[src/rtl/tsf_pkg.sv]
// Shared types, constants and fixed-point helpers for the trend smoothing forecaster.
`timescale 1ns / 1ps
`default_nettype none

package tsf_pkg;

  localparam int SAMPLE_BITS = 16;
  localparam int Q_W         = 24;
  localparam int W_W         = 17;
  localparam int SUM_W       = 48;
  localparam int MUL_W       = 26;
  localparam int PROD_W      = 2 * MUL_W;
  localparam int WIDE        = ((SAMPLE_BITS > MUL_W) ? SAMPLE_BITS : MUL_W) + 2;
  localparam int FRAC_W      = 16;

  localparam logic [W_W-1:0] ONE_Q16 = W_W'(65536);

  localparam logic CFG_ALPHA = 1'b0;
  localparam logic CFG_BETA  = 1'b1;

  localparam logic [1:0] PH_EMPTY = 2'd0;
  localparam logic [1:0] PH_FIRST = 2'd1;
  localparam logic [1:0] PH_RUN   = 2'd2;

  typedef struct packed {
    logic                  clip;
    logic signed [Q_W-1:0] val;
  } sat_t;

  function automatic sat_t sat24(input logic signed [WIDE-1:0] v);
    sat_t r;
    logic signed [WIDE-1:0] qmax;
    logic signed [WIDE-1:0] qmin;
    qmax = WIDE'(signed'({1'b0, {(Q_W-1){1'b1}}}));
    qmin = -qmax - WIDE'(1);
    if (v > qmax) begin
      r.clip = 1'b1;
      r.val  = qmax[Q_W-1:0];
    end else if (v < qmin) begin
      r.clip = 1'b1;
      r.val  = qmin[Q_W-1:0];
    end else begin
      r.clip = 1'b0;
      r.val  = v[Q_W-1:0];
    end
    return r;
  endfunction

  function automatic logic signed [WIDE-1:0] ext24(input logic signed [Q_W-1:0] v);
    return {{(WIDE-Q_W){v[Q_W-1]}}, v};
  endfunction

  function automatic logic signed [MUL_W-1:0] weight_op(input logic [W_W-1:0] w);
    logic [W_W-1:0] c;
    c = (w > ONE_Q16) ? ONE_Q16 : w;
    return {{(MUL_W-W_W){1'b0}}, c};
  endfunction

  // round to nearest, ties up: floor((p + 2^15) / 2^16)
  function automatic logic signed [WIDE-1:0] round16(input logic signed [PROD_W-1:0] p);
    logic signed [PROD_W-1:0] t;
    t = p + PROD_W'(32768);
    return t[WIDE+FRAC_W-1:FRAC_W];
  endfunction

endpackage

`default_nettype wire

[src/rtl/tsf_mul.sv]
// Shared signed multiplier with registered product.
`timescale 1ns / 1ps
`default_nettype none

module tsf_mul
  import tsf_pkg::*;
(
  input  wire logic                     clk_i,
  input  wire logic signed [MUL_W-1:0]  a_i,
  input  wire logic signed [MUL_W-1:0]  b_i,
  output logic signed [PROD_W-1:0]      p_o
);

  logic signed [PROD_W-1:0] p_q;

  always_ff @(posedge clk_i) begin
    p_q <= a_i * b_i;
  end

  assign p_o = p_q;

endmodule

`default_nettype wire

[src/rtl/trend_smoothing_forecaster_core.sv]
// Top level: level/trend exponential smoothing sequencer around one shared multiplier.
//
// Input channel (in_valid_i/in_ready_o) carries restart_i and a signed Q8.8
// sample_i; output channel (out_valid_o/out_ready_i) carries one result per
// input transfer. alpha/beta go in through cfg_we_i/cfg_index_i/cfg_wdata_i;
// the user writes them only while the block is idle; the block does not enforce it.
// A first sample of a series (or restart) goes straight to the output
// register, a second sample through the forecast step first, and every
// later sample through error square, level weighting and trend weighting,
// one after another through the single registered multiplier.
// in_ready_o is high only while the sequencer is idle, so one item is in
// work at a time. The result sits in an output register; the next item is
// taken while it waits, but finishes only once that register is free.
// Reset clears the series state, the error sum and the output valid, and
// sets both weights to one half.
`timescale 1ns / 1ps
`default_nettype none

module trend_smoothing_forecaster_core
  import tsf_pkg::*;
(
  input  wire logic                          clk_i,
  input  wire logic                          rst_ni,
  input  wire logic                          cfg_we_i,
  input  wire logic                          cfg_index_i,
  input  wire logic [W_W-1:0]                cfg_wdata_i,
  input  wire logic                          in_valid_i,
  output logic                               in_ready_o,
  input  wire logic                          restart_i,
  input  wire logic signed [SAMPLE_BITS-1:0] sample_i,
  output logic                               out_valid_o,
  input  wire logic                          out_ready_i,
  output logic                               forecast_valid_o,
  output logic signed [Q_W-1:0]              forecast_o,
  output logic                               error_valid_o,
  output logic signed [Q_W-1:0]              error_o,
  output logic signed [Q_W-1:0]              level_o,
  output logic signed [Q_W-1:0]              trend_o,
  output logic [SUM_W-1:0]                   sum_sq_error_o,
  output logic                               saturated_o
);

  typedef enum logic [2:0] {
    S_IDLE, S_SQ, S_LVL, S_NLV, S_TRM, S_TRD, S_PF, S_OUT
  } state_e;

  state_e state_q;

  logic [W_W-1:0]        alpha_q, beta_q;
  logic [1:0]            phase_q;
  logic signed [Q_W-1:0] x_q, prev_q, level_q, trend_q, pf_q, err_q, nl_q;
  logic [SUM_W-1:0]      sum_q;
  logic                  clip_q, fv_q, ev_q;

  logic                  out_valid_q, fvo_q, evo_q, sato_q;
  logic signed [Q_W-1:0] fco_q, erro_q, lvlo_q, trdo_q;
  logic [SUM_W-1:0]      sumo_q;

  logic signed [MUL_W-1:0]  mul_a, mul_b;
  logic signed [PROD_W-1:0] prod;
  logic signed [WIDE-1:0]   x_ext, diff_w;
  sat_t                     xs, trs, ers, nls, tns, pfs;
  logic [SUM_W:0]           sum_add;

  tsf_mul u_mul (
    .clk_i (clk_i),
    .a_i   (mul_a),
    .b_i   (mul_b),
    .p_o   (prod)
  );

  assign x_ext = {{(WIDE-SAMPLE_BITS){sample_i[SAMPLE_BITS-1]}}, sample_i};
  assign xs    = sat24(x_ext);
  assign trs   = sat24(ext24(xs.val) - ext24(prev_q));
  assign ers   = sat24(ext24(pf_q) - ext24(xs.val));
  assign nls   = sat24(ext24(pf_q) + round16(prod));
  assign tns   = sat24(ext24(trend_q) + round16(prod));
  assign pfs   = sat24(ext24(level_q) + ext24(trend_q));
  assign sum_add = {1'b0, sum_q} + {1'b0, prod[SUM_W-1:0]};

  always_comb begin
    mul_a  = {{(MUL_W-Q_W){err_q[Q_W-1]}}, err_q};
    mul_b  = {{(MUL_W-Q_W){err_q[Q_W-1]}}, err_q};
    diff_w = '0;
    unique case (state_q)
      S_LVL: begin
        diff_w = ext24(x_q) - ext24(pf_q);
        mul_a  = weight_op(alpha_q);
        mul_b  = diff_w[MUL_W-1:0];
      end
      S_TRM: begin
        diff_w = ext24(nl_q) - ext24(level_q) - ext24(trend_q);
        mul_a  = weight_op(beta_q);
        mul_b  = diff_w[MUL_W-1:0];
      end
      default: begin
      end
    endcase
  end

  always_ff @(posedge clk_i or negedge rst_ni) begin
    if (!rst_ni) begin
      alpha_q <= W_W'(32768);
      beta_q  <= W_W'(32768);
    end else if (cfg_we_i) begin
      unique case (cfg_index_i)
        CFG_ALPHA: alpha_q <= cfg_wdata_i;
        CFG_BETA:  beta_q  <= cfg_wdata_i;
        default:   ;
      endcase
    end
  end

  always_ff @(posedge clk_i or negedge rst_ni) begin
    if (!rst_ni) begin
      state_q     <= S_IDLE;
      phase_q     <= PH_EMPTY;
      x_q         <= '0;
      prev_q      <= '0;
      level_q     <= '0;
      trend_q     <= '0;
      pf_q        <= '0;
      err_q       <= '0;
      nl_q        <= '0;
      sum_q       <= '0;
      clip_q      <= 1'b0;
      fv_q        <= 1'b0;
      ev_q        <= 1'b0;
      out_valid_q <= 1'b0;
      fvo_q       <= 1'b0;
      fco_q       <= '0;
      evo_q       <= 1'b0;
      erro_q      <= '0;
      lvlo_q      <= '0;
      trdo_q      <= '0;
      sumo_q      <= '0;
      sato_q      <= 1'b0;
    end else begin
      if (out_valid_q && out_ready_i && state_q != S_OUT) begin
        out_valid_q <= 1'b0;
      end
      unique case (state_q)
        S_IDLE: begin
          if (in_valid_i) begin
            x_q    <= xs.val;
            prev_q <= xs.val;
            if (restart_i || phase_q == PH_EMPTY) begin
              level_q <= '0;
              trend_q <= '0;
              pf_q    <= '0;
              sum_q   <= '0;
              err_q   <= '0;
              phase_q <= PH_FIRST;
              clip_q  <= xs.clip;
              fv_q    <= 1'b0;
              ev_q    <= 1'b0;
              state_q <= S_OUT;
            end else if (phase_q == PH_FIRST) begin
              level_q <= xs.val;
              trend_q <= trs.val;
              err_q   <= '0;
              phase_q <= PH_RUN;
              clip_q  <= xs.clip | trs.clip;
              fv_q    <= 1'b1;
              ev_q    <= 1'b0;
              state_q <= S_PF;
            end else begin
              err_q   <= ers.val;
              clip_q  <= xs.clip | ers.clip;
              fv_q    <= 1'b1;
              ev_q    <= 1'b1;
              state_q <= S_SQ;
            end
          end
        end
        S_SQ: state_q <= S_LVL;
        S_LVL: begin
          if (sum_add[SUM_W]) begin
            sum_q  <= '1;
            clip_q <= 1'b1;
          end else begin
            sum_q <= sum_add[SUM_W-1:0];
          end
          state_q <= S_NLV;
        end
        S_NLV: begin
          nl_q    <= nls.val;
          clip_q  <= clip_q | nls.clip;
          state_q <= S_TRM;
        end
        S_TRM: state_q <= S_TRD;
        S_TRD: begin
          trend_q <= tns.val;
          level_q <= nl_q;
          clip_q  <= clip_q | tns.clip;
          state_q <= S_PF;
        end
        S_PF: begin
          pf_q    <= pfs.val;
          clip_q  <= clip_q | pfs.clip;
          state_q <= S_OUT;
        end
        S_OUT: begin
          if (!out_valid_q || out_ready_i) begin
            out_valid_q <= 1'b1;
            fvo_q       <= fv_q;
            fco_q       <= fv_q ? pf_q : '0;
            evo_q       <= ev_q;
            erro_q      <= err_q;
            lvlo_q      <= level_q;
            trdo_q      <= trend_q;
            sumo_q      <= sum_q;
            sato_q      <= clip_q;
            state_q     <= S_IDLE;
          end
        end
        default: state_q <= S_IDLE;
      endcase
    end
  end

  assign in_ready_o       = (state_q == S_IDLE);
  assign out_valid_o      = out_valid_q;
  assign forecast_valid_o = fvo_q;
  assign forecast_o       = fco_q;
  assign error_valid_o    = evo_q;
  assign error_o          = erro_q;
  assign level_o          = lvlo_q;
  assign trend_o          = trdo_q;
  assign sum_sq_error_o   = sumo_q;
  assign saturated_o      = sato_q;

endmodule

`default_nettype wire

[config.mk]
export PLATFORM = sky130hd
export DESIGN_NAME = trend_smoothing_forecaster_core
export DESIGN_NICKNAME = d
export VERILOG_FILES = /design/src/rtl/tsf_pkg.sv /design/src/rtl/tsf_mul.sv /design/src/rtl/trend_smoothing_forecaster_core.sv
export SDC_FILE = /design/constraint.sdc
export NUM_CORES = 2
export LEC_CHECK = 0
export ABC_AREA = 1
export ABC_CLOCK_PERIOD_IN_PS = 10300
export BUFFER_PORTS_ARGS = -buffer_cell sky130_fd_sc_hd__buf_2
export CORE_UTILIZATION = 55
export CTS_CLUSTER_DIAMETER = 30
export DETAILED_ROUTE_END_ITERATION = 16
export GPL_TIMING_DRIVEN = 1
export PLACE_DENSITY_LB_ADDON = 0.15
export SYNTH_ARGS = -nofsm -noshare
export SYNTH_HDL_FRONTEND = slang
export SYNTH_HIERARCHICAL = 1
export SYNTH_SLANG_ARGS = --single-unit
[constraint.sdc]
create_clock -name clk_i -period 10.3 [get_ports clk_i]
set_input_delay 2.06 -clock clk_i [delete_from_list [all_inputs] [get_ports clk_i]]
set_output_delay 2.06 -clock clk_i [all_outputs]
set_load 0.02 [all_outputs]
==> reports/qor.json <==
{
  "path_max_fanout": {"value": 12},
  "fin_crit": {"value": 9.50, "unit": "ns"},
  "number_of_antenna_violations_at_the_first_check_in_global_routing": {"value": 7},
  "worst_path_largest_cell_delay": {"value": 0.89, "unit": "ns"},
  "most-common-layout-cells": {"value": "nand2_1, inv_1, fa_1"},
  "timing.critical_path.mode_cell": {"value": "nand2_1"},
  "fmax": {"value": 0.105, "unit": "GHz"},
  "num-nets-final": {"value": 8684},
  "cp.buffers_inverters": {"value": 9},
  "vert_die_dim": {"value": 319, "unit": "um"},
  "htree_levels": {"value": 3},
  "cap_viol_max_count": {"value": 0},
  "setup_total_negative_slack": {"value": 0, "unit": "ns"},
  "finalSetupViolCount": {"value": 0},
  "ctsLongestPathBuffers": {"value": 3},
  "syn_to_final_growth": {"value": 11.2, "unit": "%"},
  "use_met2": {"value": 59.3, "unit": "%"},
  "global_route_layer_with_the_greatest_usage": {"value": "met2"},
  "io_buffers": {"value": 188},
  "dr.pass1.iters": {"value": 6},
  "globalplace.congestion": {"value": 1.03},
  "grt_util_met3": {"value": 7.07, "unit": "%"},
  "layout-drive-gt1-share": {"value": 7.33, "unit": "%"},
  "post_cts_resize_count": {"value": 0},
  "via_count_normalized_by_instance_count": {"value": 5.59},
  "arrival": {"value": 10.04, "unit": "ns"},
  "synth.avg_cell_area": {"value": 7.45, "unit": "um^2"},
  "floorplan.die_area": {"value": 102000, "unit": "um^2"},
  "filler_cell_count": {"value": 9250},
  "postSynthCellCount": {"value": 7420},
  "ys_warn_count": {"value": 6},
  "die_width": {"value": 319, "unit": "um"},
  "global_route.overflow_total": {"value": 0},
  "drcViolationCount": {"value": 0},
  "grtUsageMet1": {"value": 53.1, "unit": "%"},
  "route.vias.total": {"value": 49907},
  "rsz0062_at_grt": {"value": "no"},
  "core_area": {"value": 99000, "unit": "um^2"},
  "slew_headroom": {"value": 18.0, "unit": "%"},
  "cts_hold_buffers": {"value": 0},
  "clock-root-buffer": {"value": "clkbuf_16"},
  "holdCritPathClass": {"value": "flip-flop to flip-flop"},
  "grt_util_all_layers": {"value": 38.7, "unit": "%"},
  "start_util": {"value": 55.8, "unit": "%"},
  "first_pass_grt_wire_length": {"value": 297000, "unit": "um"},
  "cp_class": {"value": "flip-flop to flip-flop"},
  "post_synth_instance_area": {"value": 55300, "unit": "um^2"},
  "grt_pass1_vias": {"value": 50019},
  "dp_hpwl": {"value": 160000, "unit": "um"},
  "synth_nets": {"value": 8564},
  "setup_crit_end_kind": {"value": "flip-flop"},
  "cts_tree": {"value": "done"},
  "seq_area": {"value": 10300, "unit": "um^2"},
  "routed_wl": {"value": 194000, "unit": "um"},
  "pins_over_their_slew_limit": {"value": 0},
  "critical-path-top-delay-family": {"value": "adder cells"},
  "worst_hold_slack": {"value": 0.473, "unit": "ns"},
  "ioPinCount": {"value": 189},
  "hold_viol_final": {"value": 0},
  "timing_worst_slew_pin_value": {"value": 1.23, "unit": "ns"},
  "row_count": {"value": 115},
  "final.setup_skew": {"value": 0.0580, "unit": "ns"},
  "largest_net_degree_at_the_start_of_global_routing": {"value": 161},
  "cts.clk_slew.worst_paths": {"value": 0.05, "unit": "ns"},
  "critPathRequiredTime": {"value": 10.84, "unit": "ns"},
  "route.detailed.wl_per_inst": {"value": 21.8, "unit": "um"},
  "layout_commonest_cell": {"value": "nand2_1"},
  "post_detailed_route_count_of_antenna_violating_nets": {"value": 0},
  "outcome": {"value": "complete, no violations"},
  "clock_insertion_delay_worst_skew": {"value": 0.71, "unit": "ns"},
  "detailedRoute.firstIterationViolations": {"value": 4696},
  "cts.sink_count": {"value": 423},
  "tritoncts.num_buffers": {"value": 102},
  "cp_slowest_cell": {"value": "o221ai_2"},
  "setup.worst_path.start_class": {"value": "flip-flop"},
  "multiInputGateArea": {"value": 37800, "unit": "um^2"},
  "cts_post_setup_buffers_inserted": {"value": 0},
  "crit_share_post_route": {"value": 92.2, "unit": "%"}
}
[per-layer routing]
metal | wire length (um) | part of all wire [%]
met5 | 60 | 0.031
met2 | 84700 | 44
met4 | 10200 | 5.2
met1 | 82500 | 42
met3 | 16700 | 8.6
[sequential cells by signal (all words and copies together), names as in the netlist, 17 cells and up]
| register | flops |
|---|---|
| sum_q | 48 |
| sum_sq_error_o | 48 |
| u_mul/p_o | 48 |
| err_q | 24 |
| error_o | 24 |
| forecast_o | 24 |
| level_o | 24 |
| level_q | 24 |
| nl_q | 24 |
| pf_q | 24 |
| trend_o | 24 |
| trend_q | 24 |
| alpha_q | 17 |
| beta_q | 17 |
| prev_q | 17 |
[stage by stage]
step | util (%) | cells | instance area, um^2 | worst slack (ns)
floorplan | - | 7420 | 55300 | 2.04
global placement | 58.2 | 8723 | 57600 | 0.954
detailed placement | 58.2 | 8723 | 57600 | 0.905
CTS | 62.1 | 8917 | 61500 | 0.892
global route | 62.1 | 8917 | 61500 | 0.341
finish | 62.1 | 8921 | 61500 | 0.801
[layout make-up]
cell class,instances,share of cell area [%]
Inverter,1682,10.3
Multi-Input combinational cell,5060,61.4
Antenna cell,4,0.0163
Timing Repair Buffer,271,2.60
Tap cell,1287,2.62
Clock buffer,123,4.49
Clock inverter,71,1.74
Sequential cell,423,16.8
[worst paths after layout]
path,start,to,slack (ns),cells after the start
max,trend_q[2],u_mul/p_o[27],0.80,36
min,level_o[16],level_o[16],0.47,2
max reg2reg,trend_q[2],u_mul/p_o[27],0.80,36
min reg2reg,level_o[16],level_o[16],0.47,2
max in group asynchronous,rst_ni,beta_q[9],7.46,2
min in group asynchronous,rst_ni,trend_o[20],1.39,1
[tightest hold or removal path: stages, from the launching register on]
cell     delay (ns)
dfrtp_1        0.33
nand2_1        0.05
o21ai_0        0.06
Power is not shown: default switching activity piles up to over one toggle a cycle in this logic, so the estimate is an artifact.
